File: src/rtl/core/pts_pkg.sv
// ----------------------------------------------------------------------------
// pts_pkg: shared types and constants for the priority task classify sorter
// Widths, reset values, register indexes and controller/datapath interfaces.
// ----------------------------------------------------------------------------
package pts_pkg;

    localparam int MAX_TASKS_DEF = 32;

    localparam int PRI_W = 16;
    localparam int LIM_W = 15;
    localparam int IDX_W = 5;
    localparam int CFG_IDX_W = 1;

    localparam logic [LIM_W-1:0] SYSTEM_LIMIT_RST = 15'd50;
    localparam logic [LIM_W-1:0] USER_LIMIT_RST   = 15'd255;

    // configuration register indexes
    localparam logic [CFG_IDX_W-1:0] REG_SYSTEM_LIMIT = 1'b0;
    localparam logic [CFG_IDX_W-1:0] REG_USER_LIMIT   = 1'b1;

    // list codes
    localparam logic LIST_SYSTEM = 1'b0;
    localparam logic LIST_USER   = 1'b1;

    typedef enum logic [1:0] {
        ST_IDLE,
        ST_SCAN,
        ST_DRAIN,
        ST_EMIT
    } pts_state_t;

    // commands from controller to datapath
    typedef struct packed {
        logic store;
        logic batch_start;
        logic read;
        logic emit;
    } pts_cmd_t;

    // status from datapath to controller
    typedef struct packed {
        logic scan_end;
        logic found;
        logic out_free;
        logic list_sel;
    } pts_status_t;

endpackage

File: src/rtl/core/pts_ctrl.sv
// ----------------------------------------------------------------------------
// pts_ctrl: sequencing controller
// Accept a batch, then run one memory scan per result and hand each result on.
// ----------------------------------------------------------------------------
module pts_ctrl
    import pts_pkg::*;
(
    input  logic        clk,
    input  logic        rst_n,
    input  logic        in_valid,
    input  logic        last_task,
    output logic        in_ready,
    input  pts_status_t status,
    output pts_cmd_t    cmd
);

    pts_state_t state_reg;
    pts_state_t state_next;

    always_ff @(posedge clk or negedge rst_n)
    begin
        if (!rst_n)
        begin
            state_reg <= ST_IDLE;
        end
        else
        begin
            state_reg <= state_next;
        end
    end

    always_comb
    begin
        state_next = state_reg;
        in_ready   = 1'b0;
        cmd        = '0;
        case (state_reg)
            ST_IDLE:
            begin
                in_ready = 1'b1;
                if (in_valid)
                begin
                    cmd.store = 1'b1;
                    if (last_task)
                    begin
                        cmd.batch_start = 1'b1;
                        state_next      = ST_SCAN;
                    end
                end
            end
            ST_SCAN:
            begin
                cmd.read = 1'b1;
                if (status.scan_end)
                begin
                    state_next = ST_DRAIN;
                end
            end
            ST_DRAIN:
            begin
                // last read word is compared in this cycle
                state_next = ST_EMIT;
            end
            ST_EMIT:
            begin
                if (status.out_free)
                begin
                    cmd.emit = 1'b1;
                    if (!status.found && (status.list_sel == LIST_USER))
                    begin
                        state_next = ST_IDLE;
                    end
                    else
                    begin
                        state_next = ST_SCAN;
                    end
                end
            end
            default:
            begin
                state_next = ST_IDLE;
            end
        endcase
    end

endmodule

File: src/rtl/core/pts_dpath.sv
// ----------------------------------------------------------------------------
// pts_dpath: storage, selection and output register
// Priority memory, limit registers, minimum-above-last search, result register.
// ----------------------------------------------------------------------------
module pts_dpath
    import pts_pkg::*;
#(
    parameter int MAX_TASKS = MAX_TASKS_DEF
)
(
    input  logic                   clk,
    input  logic                   rst_n,
    input  logic                   cfg_we,
    input  logic [CFG_IDX_W-1:0]   cfg_index,
    input  logic [LIM_W-1:0]       cfg_wdata,
    input  logic signed [PRI_W-1:0] priority_req,
    input  pts_cmd_t               cmd,
    output pts_status_t            status,
    output logic                   out_valid,
    input  logic                   out_ready,
    output logic                   list_select,
    output logic [IDX_W-1:0]       task_index,
    output logic                   end_of_list,
    output logic                   last_result
);

    localparam int POS_W = $clog2(MAX_TASKS);
    localparam int CNT_W = $clog2(MAX_TASKS + 1);
    localparam int KEY_W = LIM_W + POS_W;

    logic [PRI_W-1:0] mem [MAX_TASKS];

    logic [LIM_W-1:0] sys_limit_reg;
    logic [LIM_W-1:0] user_limit_reg;
    logic [CNT_W-1:0] count_reg, count_next;
    logic [POS_W-1:0] scan_addr_reg, scan_addr_next;
    logic             rd_vld_reg;
    logic [POS_W-1:0] rd_pos_reg;
    logic [PRI_W-1:0] rd_data_reg;
    logic             list_reg, list_next;
    logic             have_last_reg, have_last_next;
    logic             found_reg, found_next;
    logic [KEY_W-1:0] last_key_reg, last_key_next;
    logic [KEY_W-1:0] best_key_reg, best_key_next;
    logic             out_valid_reg, out_valid_next;
    logic             out_list_reg, out_list_next;
    logic [IDX_W-1:0] out_index_reg, out_index_next;
    logic             out_eol_reg, out_eol_next;
    logic             out_last_reg, out_last_next;

    logic             store_ok;
    logic             below_sys;
    logic             in_user;
    logic             match;
    logic [KEY_W-1:0] cand_key;
    logic             take;
    logic             out_free;

    assign store_ok  = count_reg < CNT_W'(MAX_TASKS);
    assign out_free  = !out_valid_reg || out_ready;

    // classify the word just read against the live limits
    assign below_sys = rd_data_reg[LIM_W-1:0] < sys_limit_reg;
    assign in_user   = !below_sys && (rd_data_reg[LIM_W-1:0] <= user_limit_reg);
    assign match     = !rd_data_reg[PRI_W-1]
                       && ((list_reg == LIST_USER) ? in_user : below_sys);
    assign cand_key  = {rd_data_reg[LIM_W-1:0], rd_pos_reg};
    assign take      = rd_vld_reg && match
                       && (!have_last_reg || (cand_key > last_key_reg))
                       && (!found_reg || (cand_key < best_key_reg));

    assign status.scan_end = (CNT_W'(scan_addr_reg) == (count_reg - CNT_W'(1)));
    assign status.found    = found_reg;
    assign status.out_free = out_free;
    assign status.list_sel = list_reg;

    assign out_valid   = out_valid_reg;
    assign list_select = out_list_reg;
    assign task_index  = out_index_reg;
    assign end_of_list = out_eol_reg;
    assign last_result = out_last_reg;

    always_comb
    begin
        count_next     = count_reg;
        scan_addr_next = scan_addr_reg;
        list_next      = list_reg;
        have_last_next = have_last_reg;
        found_next     = found_reg;
        last_key_next  = last_key_reg;
        best_key_next  = best_key_reg;
        out_valid_next = out_valid_reg;
        out_list_next  = out_list_reg;
        out_index_next = out_index_reg;
        out_eol_next   = out_eol_reg;
        out_last_next  = out_last_reg;

        if (out_ready)
        begin
            out_valid_next = 1'b0;
        end

        if (cmd.store && store_ok)
        begin
            count_next = count_reg + CNT_W'(1);
        end

        if (cmd.read)
        begin
            scan_addr_next = scan_addr_reg + POS_W'(1);
        end

        if (take)
        begin
            found_next    = 1'b1;
            best_key_next = cand_key;
        end

        if (cmd.batch_start)
        begin
            list_next      = LIST_SYSTEM;
            have_last_next = 1'b0;
            found_next     = 1'b0;
            scan_addr_next = '0;
        end

        if (cmd.emit)
        begin
            out_valid_next = 1'b1;
            out_list_next  = list_reg;
            found_next     = 1'b0;
            scan_addr_next = '0;
            if (found_reg)
            begin
                out_index_next = IDX_W'(best_key_reg[POS_W-1:0]);
                out_eol_next   = 1'b0;
                out_last_next  = 1'b0;
                last_key_next  = best_key_reg;
                have_last_next = 1'b1;
            end
            else
            begin
                // end marker: close this list, move on or finish the batch
                out_index_next = '0;
                out_eol_next   = 1'b1;
                out_last_next  = list_reg;
                have_last_next = 1'b0;
                list_next      = LIST_USER;
                if (list_reg == LIST_USER)
                begin
                    count_next = '0;
                end
            end
        end
    end

    always_ff @(posedge clk or negedge rst_n)
    begin
        if (!rst_n)
        begin
            sys_limit_reg  <= SYSTEM_LIMIT_RST;
            user_limit_reg <= USER_LIMIT_RST;
            count_reg      <= '0;
            scan_addr_reg  <= '0;
            rd_vld_reg     <= 1'b0;
            list_reg       <= LIST_SYSTEM;
            have_last_reg  <= 1'b0;
            found_reg      <= 1'b0;
            out_valid_reg  <= 1'b0;
        end
        else
        begin
            if (cfg_we)
            begin
                case (cfg_index)
                    REG_SYSTEM_LIMIT: sys_limit_reg  <= cfg_wdata;
                    REG_USER_LIMIT:   user_limit_reg <= cfg_wdata;
                    default:          ;
                endcase
            end
            count_reg     <= count_next;
            scan_addr_reg <= scan_addr_next;
            rd_vld_reg    <= cmd.read;
            list_reg      <= list_next;
            have_last_reg <= have_last_next;
            found_reg     <= found_next;
            out_valid_reg <= out_valid_next;
        end
    end

    // payload registers and memory
    always_ff @(posedge clk)
    begin
        if (cmd.store && store_ok)
        begin
            mem[count_reg[POS_W-1:0]] <= priority_req;
        end
        rd_data_reg   <= mem[scan_addr_reg];
        rd_pos_reg    <= scan_addr_reg;
        last_key_reg  <= last_key_next;
        best_key_reg  <= best_key_next;
        out_list_reg  <= out_list_next;
        out_index_reg <= out_index_next;
        out_eol_reg   <= out_eol_next;
        out_last_reg  <= out_last_next;
    end

endmodule

File: src/rtl/core/priority_task_classify_sort.sv
// ----------------------------------------------------------------------------
// priority_task_classify_sort: batch priority sorter with system/user split
// Collect a batch of priorities, then emit the system list and the user list,
// each in priority order (ties in arrival order) and closed by an end marker.
// ----------------------------------------------------------------------------
//
//  channel | handshake           | payload
//  --------+---------------------+--------------------------------------------
//  cfg     | cfg_we              | cfg_index, cfg_wdata
//  in      | in_valid / in_ready | priority_req, last_task
//  out     | out_valid/out_ready | list_select, task_index, end_of_list,
//          |                     | last_result
//
//  Cycles: while a batch is collected, one input transfer per cycle.
//  After the last item, each result costs one full scan of the stored batch
//  through the single read port of the priority memory.
//  Input is held off (in_ready low) from the last item until the final end
//  marker sits in the output register.
//  Reset: limits return to 50 and 255, the batch count clears, no item pending.
//  A stalled output holds its result and the next result waits to be emitted;
//  no result is dropped.
module priority_task_classify_sort
    import pts_pkg::*;
#(
    parameter int MAX_TASKS = MAX_TASKS_DEF
)
(
    input  logic                    clk,
    input  logic                    rst_n,
    input  logic                    cfg_we,
    input  logic [CFG_IDX_W-1:0]    cfg_index,
    input  logic [LIM_W-1:0]        cfg_wdata,
    input  logic                    in_valid,
    output logic                    in_ready,
    input  logic signed [PRI_W-1:0] priority_req,
    input  logic                    last_task,
    output logic                    out_valid,
    input  logic                    out_ready,
    output logic                    list_select,
    output logic [IDX_W-1:0]        task_index,
    output logic                    end_of_list,
    output logic                    last_result
);

    pts_cmd_t    cmd;
    pts_status_t status;

    // sequencing: accept, scan, drain the read pipe, transfer a result
    pts_ctrl u_ctrl (
        .clk       (clk),
        .rst_n     (rst_n),
        .in_valid  (in_valid),
        .last_task (last_task),
        .in_ready  (in_ready),
        .status    (status),
        .cmd       (cmd)
    );

    // storage and search: each scan picks the smallest key above the last one
    pts_dpath #(
        .MAX_TASKS (MAX_TASKS)
    ) u_dpath (
        .clk          (clk),
        .rst_n        (rst_n),
        .cfg_we       (cfg_we),
        .cfg_index    (cfg_index),
        .cfg_wdata    (cfg_wdata),
        .priority_req (priority_req),
        .cmd          (cmd),
        .status       (status),
        .out_valid    (out_valid),
        .out_ready    (out_ready),
        .list_select  (list_select),
        .task_index   (task_index),
        .end_of_list  (end_of_list),
        .last_result  (last_result)
    );

    // a result is only loaded when the output register can take it
    a_emit_free : assert property (@(posedge clk) disable iff (!rst_n)
        cmd.emit |-> status.out_free)
        else $error("result loaded into an occupied output register");

    // the batch-closing marker is the user list end marker
    a_last_marker : assert property (@(posedge clk) disable iff (!rst_n)
        (out_valid && last_result) |-> (end_of_list && list_select))
        else $error("last_result on something other than the user end marker");

    // a new result appears only after the controller issued it
    a_rise_from_emit : assert property (@(posedge clk) disable iff (!rst_n)
        $rose(out_valid) |-> $past(cmd.emit))
        else $error("output became valid without an emit command");

    // closing the user list returns the block to accepting input
    a_back_to_idle : assert property (@(posedge clk) disable iff (!rst_n)
        (cmd.emit && !status.found && status.list_sel) |=> in_ready)
        else $error("block not ready after the final end marker");

endmodule
File: config.mk
export PLATFORM = sky130hd
export DESIGN_NAME = priority_task_classify_sort
export DESIGN_NICKNAME = d
export VERILOG_FILES = /design/src/rtl/core/pts_pkg.sv /design/src/rtl/core/pts_ctrl.sv /design/src/rtl/core/pts_dpath.sv /design/src/rtl/core/priority_task_classify_sort.sv
export SDC_FILE = /design/constraint.sdc
export NUM_CORES = 1
export LEC_CHECK = 0
export BUFFER_PORTS_ARGS = -buffer_cell sky130_fd_sc_hd__buf_4
export CAP_MARGIN = 40
export CORE_AREA = 2 2 294 223
export CTS_CLUSTER_SIZE = 28
export DETAILED_ROUTE_END_ITERATION = 6
export DIE_AREA = 0 0 296 225
export GPL_TIMING_DRIVEN = 0
export PLACE_DENSITY = 0.61
export SLEW_MARGIN = 20
export SYNTH_ARGS = -nofsm -noshare
export SYNTH_HDL_FRONTEND = slang
export SYNTH_SLANG_ARGS = --single-unit
export TNS_END_PERCENT = 50
File: constraint.sdc
create_clock -name clk -period 3.3 [get_ports clk]
set_input_delay 0.33 -clock clk [delete_from_list [all_inputs] [get_ports clk]]
set_output_delay 0.33 -clock clk [all_outputs]
set_load 0.05 [all_outputs]
---- Yosys cells after proc, flatten, opt, wreduce, memory -nomap -nowiden ----
Memory sizes are Yosys's and may differ from the RTL's. A register that Yosys moved wholly into a read port is not among the register bits.
Cells that the tools add are included.
cells by class
  add/sub/neg operators ................... 3
  multipliers ............................. 0
  div/mod/pow operators ................... 0
  magnitude comparators ................... 5
  equal/unequal tests ..................... 8
  shifts and indexed selects .............. 0
  muxes and demuxes ....................... 35
  bitwise logic cells ..................... 1
  reductions and logical operators ........ 24
operator list
  operator                                              count
  two-way mux 6 bit                                     4
  two-way mux 1 bit                                     21
  > comparator 20 bit                                   1
  less-than comparator 20 bit                           1
  <= comparator 15 bit                                  1
  less-than comparator 15 bit                           1
  two-way mux 5 bit                                     3
  two-way mux 2 bit                                     6
  one-hot mux 2 bit (4 select lines)                    1
  logical AND 1 bit                                     7
  adder 6 x 1 -> 6 bit (second input constant)          1
  equality test 5 x 6 -> 1 bit                          1
  less-than comparator 6 bit (second input constant)    1
  inequality test 2 bit (second input constant)         3
  AND reduction 2 bit                                   3
  nonzero test 3 bit                                    2
  subtractor 6 x 1 -> 6 bit (second input constant)     1
  adder 5 x 1 -> 5 bit (second input constant)          1
  zero test 1 bit                                       5
  equality test 2 bit (second input constant)           2
  AND reduction 4 bit                                   1
  nonzero test 2 bit                                    2
  logical OR 1 bit                                      3
  equality test 2 x 1 -> 1 bit (second input constant)  1
  other kinds (3)                                       3
word-level totals
  register bits ........................... 101
  bits in latches ......................... 0
  RAM bits ................................ 512
  ROM bits ................................ 0
  input port bits ......................... 38
  output and inout bits ................... 10
  word-level logic and storage cells ...... 94
  memories kept ........................... 1
memory list
  name         depth  bits a word  rd ports  clocked after memory_dff  write ports  RTL line         source
  u_dpath.mem  32     16           1         1                         1            pts_dpath.sv:31  logic [PRI_W-1:0] mem [MAX_TASKS];

---- Logic depth before layout (Yosys ltp) ----
  depth after elaboration ................. 11
  gate-level depth with buffers ........... 10
  depth with buffers taken out ............ 9

---- Hierarchy ----
Synthesis repeated with hierarchy kept, for this count alone.
unflattened totals
  cell total of the unflattened synthesis .. 1289
  area, all modules ....................... 25371.8 um2
by module, submodules not included
  module     times used  cells an instance  area an instance (um2)  seq. area each (um2)
  pts_dpath  1           1265               25151.6                 18401.4
  pts_ctrl   1           24                 220.2                   50.0

---- Worst setup path after synthesis ----
OpenSTA, ideal clock, no wires.
  path kind ............................... reg2reg
  start point ............................. register u_dpath.user_limit_reg[4]
  end point ............................... register u_dpath.best_key_reg[0], enable pin
  setup time .............................. 0.422 ns
  data arrival time ....................... 3.049 ns
  required time ........................... 2.878 ns
  slack ................................... -0.171 ns
  cell stages (with the launch flop) ...... 10
  path buffers ............................ 0
  period minus slack after synthesis ...... 3.471 ns
  cells stage by stage .................... dfstp_2 > inv_1 > ha_1 > a211oi_1 > nor2_1 > o31ai_1 > a22o_1 > o311a_1 > o21ai_0 > nor3_1
between the ends
  cells in the longest elaborated chain, start to end .. 7
RTL lines
  what                    RTL line          source
  start, declared         pts_dpath.sv:34   logic [LIM_W-1:0] user_limit_reg;
  start signal, assigned  pts_dpath.sv:177  REG_USER_LIMIT: user_limit_reg <= cfg_wdata;
  <= comparator 15 bit    pts_dpath.sv:64   assign in_user = !below_sys && (rd_data_reg[LIM_W-1:0] <= user_limit_reg);
  logical AND 1 bit       pts_dpath.sv:64
  two-way mux 1 bit       pts_dpath.sv:66   && ((list_reg == LIST_USER) ? in_user : below_sys);
  logical AND 1 bit       pts_dpath.sv:66
  logical AND 1 bit       pts_dpath.sv:68   assign take = rd_vld_reg && match
  logical AND 1 bit       pts_dpath.sv:69   && (!have_last_reg || (cand_key > last_key_reg))
  logical AND 1 bit       pts_dpath.sv:70   && (!found_reg || (cand_key < best_key_reg));
  via u_dpath.take        pts_dpath.sv:56   logic take;
  end signal, assigned    pts_dpath.sv:201  best_key_reg <= best_key_next;
  end, declared           pts_dpath.sv:44   logic [KEY_W-1:0] best_key_reg, best_key_next;
The timed path passes the listed nets, and every way through them passes these cells.
A chain may end at the register's enable or synchronous reset.

==> results.sh <==
export IMPL_outcome="complete, no violations"
export IMPL_cts_buffers=58
export IMPL_cp_max_fo=10
export IMPL_grt_pass1_vias=12500
export IMPL_die_h_um=225
export IMPL_start_util=0.399
export IMPL_hp_class="in2reg"
export IMPL_reg2reg_depth=6
export IMPL_synth_fa_ha_area_frac=0.0381
export IMPL_place_inst=2218
export IMPL_cts_root_buf="clkbuf_16"
export IMPL_netlist_instances=1287
export IMPL_overflow=0
export IMPL_fp_dieW_um=296
export IMPL_rows=80
export IMPL_synth_simple_gate_area_frac=0.0284
export IMPL_timing_final_hold_violations=0
export IMPL_min_path_cells=3
export IMPL_rsz0062_at_grt="no"
export IMPL_period_minus_slack_ns=3.18
export IMPL_synth_xor_area_frac=0.00415
export IMPL_via_per_inst=5.26
export IMPL_post_place_ws_ns=0.00841
export IMPL_dpl_hpwl_mm=37.3
export IMPL_drv_max_cap_violation_count=0
export IMPL_antenna_found_initial=0
export IMPL_grt_max_degree=49
export IMPL_syn_avg_cell_area_um2=19.7
export IMPL_finalCritPeriodShare=0.964
export IMPL_port_buffers=47
export IMPL_synth_distinct_cells=53
export IMPL_drive_above_1_share=0.284
export IMPL_diodes=0
export IMPL_cts_tree="built"
export IMPL_fillers=5397
export IMPL_grt_usage=0.173
export IMPL_cts_htree_levels=2
export IMPL_regToRegSetupSlack_ns=0.12
export IMPL_synth_compound_area_frac=0.0202
export IMPL_ys_warn_count=0
export IMPL_worst_pin_slew_ns=0.847
export IMPL_worstSetupEndpointType="flop"
export IMPL_slew_headroom=0.435
export IMPL_finalWirelength_mm=56.5
export IMPL_worst_path_most_repeated_cell="clkbuf_1"
export IMPL_cpMaxStageDelayCell="clkbuf_1"
export IMPL_synth_top_cell_by_area="edfxtp_1"
export IMPL_clk_pin_slew_ns=0.06
export IMPL_route_detailed_drc=0
export IMPL_synth_edff_count=560
export IMPL_crit_path_cell_trace="clkbuf_1, clkbuf_1, clkbuf_1, mux4_2, mux4_2, mux2_2"
export IMPL_clk_latency_ns=0.64
export IMPL_vias=12300
export IMPL_cts_buffer_depth=3
export IMPL_timing_final_ws_setup_ns=0.120
export IMPL_nNetsFinal=1553
export IMPL_ys_seq_area_frac=0.729
export IMPL_largest_register_ffs=512
export IMPL_max_freq_mhz=314
export IMPL_total_leakage_power_nw=9.84
export IMPL_synthArstFlopShare=0.0763
export IMPL_cts_sinks=629
export IMPL_grt_pass1_wl_mm=82.6
export IMPL_synth_main_ff_cell="edfxtp_1"
export IMPL_drtIter0Drc=1376
export IMPL_ioPinCount=48
export IMPL_synth_top_family_by_area="multiplexers"
export IMPL_die_area_mm2=0.0666
export IMPL_ant_nets=0
export IMPL_wl_per_cell_um=24.0
export IMPL_hold_slack_ns=0.0746
export IMPL_powerDensity_mw_per_mm2=738
export IMPL_syn_num_nets=1402
export IMPL_ys_ff_latch=629
export IMPL_finalSetupViolations=0
export IMPL_start_kind="flop"
export IMPL_core_mm2=0.0635
export IMPL_stdcell_count=2349
export IMPL_required_ns=3.80
export IMPL_syn_to_final_growth_pct=16.1
export IMPL_crit_path_end="u_dpath.rd_data_reg[7]$_DFF_P_"
export IMPL_synth_area_mux_share=0.158
export IMPL_firstDrtPassIters=5
export IMPL_reg2reg_from="u_dpath.scan_addr_reg[1]$_DFFE_PN0P_"
export IMPL_finClkSkew_ns=0.0442
export IMPL_max_stage_delay_ns=0.63
export IMPL_r2r_end="u_dpath.rd_data_reg[7]$_DFF_P_"
export IMPL_fin_util=0.463
export IMPL_place_congestion=0.813
export IMPL_synth_area_leaders="edfxtp_1 66%, mux4_2 14%, ha_1 3.8%"
export IMPL_synth_area_mm2=0.0253
export IMPL_critPathKind="reg2reg"
export IMPL_slew_violations=0
export IMPL_synthDominantCellAreaShare=0.664
export IMPL_arrival_ns=3.68
export IMPL_ir_drop_mv=0.612
export IMPL_cp_startpoint="u_dpath.scan_addr_reg[1]$_DFFE_PN0P_"
-- metrics by stage --
step	power (mW)	TNS (ns)	instance area [um2]
finish	21.7	0	29400
detailed placement	15.0	0	27200
CTS	21.8	0	29300
floorplan	13.1	0	25300
global route	22.7	0	29400
global placement	14.8	-214.72	26700
-- power breakdown --
group          switching, mW  total [mW]  internal [mW]
sequential             0.367        9.52           9.16
combinational           2.86        5.29           2.43
clock                   2.97        6.85           3.88
total                   6.20        21.7           15.5
-- synthesized netlist by cell type, drive strengths merged, types with 2 or more instances --
master  count
edfxtp    560
mux4      160
inv        80
ha         77
nor2       62
nand2      47
dfrtp      37
mux2       33
clkbuf     30
a21oi      27
o21ai      27
dfxtp      21
buf        19
nand3      12
nand4      12
dfstp      11
a21o        7
nand2b      6
xnor2       6
xor2        6
and3        4
nor2b       4
nor3        4
a211oi      3
mux2i       3
nand3b      3
a221oi      2
a311oi      2
a31o        2
o31ai       2
or3         2
-- what timing repair did --
item                                   in CTS  in global routing
endpoints found under the hold margin      67                  0
setup buffers                               0                  0
setup endpoints to repair                   0                 11
hold buffers                               16                  0
resized for setup                           0                  6
-- critical path: cells and delay by family (launching register included) --
family,cells,cell delay (ns)
buffers and inverters,3,1.39
multiplexers,3,1.30
flip-flops,1,0.38
-- cell usage in the layout, fill, tap and decap left out, drive strengths merged, types with 21 or more instances in the layout --
cell    count
a21oi      27
buf        94
clkbuf     99
clkinv     29
dfrtp      37
dfxtp      21
edfxtp    560
ha         77
inv        81
mux2       33
mux4      160
nand2      47
nor2       62
o21ai      27
-- worst min-delay path by stage --
stage                                          from  slack [ns]                               to
3_3_place_gp   u_dpath.scan_addr_reg[4]$_DFFE_PN0P_        0.36    u_dpath.rd_pos_reg[4]$_DFF_P_
5_1_grt                                   out_ready        0.08    u_dpath.out_valid$_DFFE_PN0P_
3_5_place_dp   u_dpath.scan_addr_reg[4]$_DFFE_PN0P_        0.36    u_dpath.rd_pos_reg[4]$_DFF_P_
6_report                                  out_ready        0.07    u_dpath.out_valid$_DFFE_PN0P_
2_1_floorplan                                 rst_n        0.03  u_ctrl.state_reg[0]$_DFFE_PN0P_
4_1_cts                                   out_ready        0.03    u_dpath.out_valid$_DFFE_PN0P_
-- cell type report --
cell class	count	area [um2]	share of cell area
inverter	81	304	0.0103
sequential	629	18500	0.628
clock inverter	41	428	0.0146
clock buffer	69	1530	0.0522
tap	861	1080	0.0367
buffer	49	254	0.00865
timing repair buffer	91	836	0.0284
multi-input combinational	528	6500	0.221
-- metal layers --
metal | GRT usage | vias up | wire [um] | share of wire
met5 | 0 | - | 0 | 0
met4 | 0.0433 | 0 | 1190 | 0.021
met3 | 0.0391 | 76 | 4160 | 0.074
met2 | 0.244 | 384 | 24200 | 0.43
met1 | 0.270 | 6429 | 26900 | 0.48
li1 | - | 5456 | - | -
-- cells by family (layout without fill, tap and decap cells) --
kind of cell | count (synthesis) | count (layout)
xor gates and xnor gates | 12 | 12
DFF | 629 | 629
and+or+nand+nor | 160 | 160
buffers and inverters | 130 | 331
adders and majority gates | 77 | 77
muxes | 196 | 196
AOI/OAI and AO/OA | 83 | 83
(Power assumes the default switching activity.)
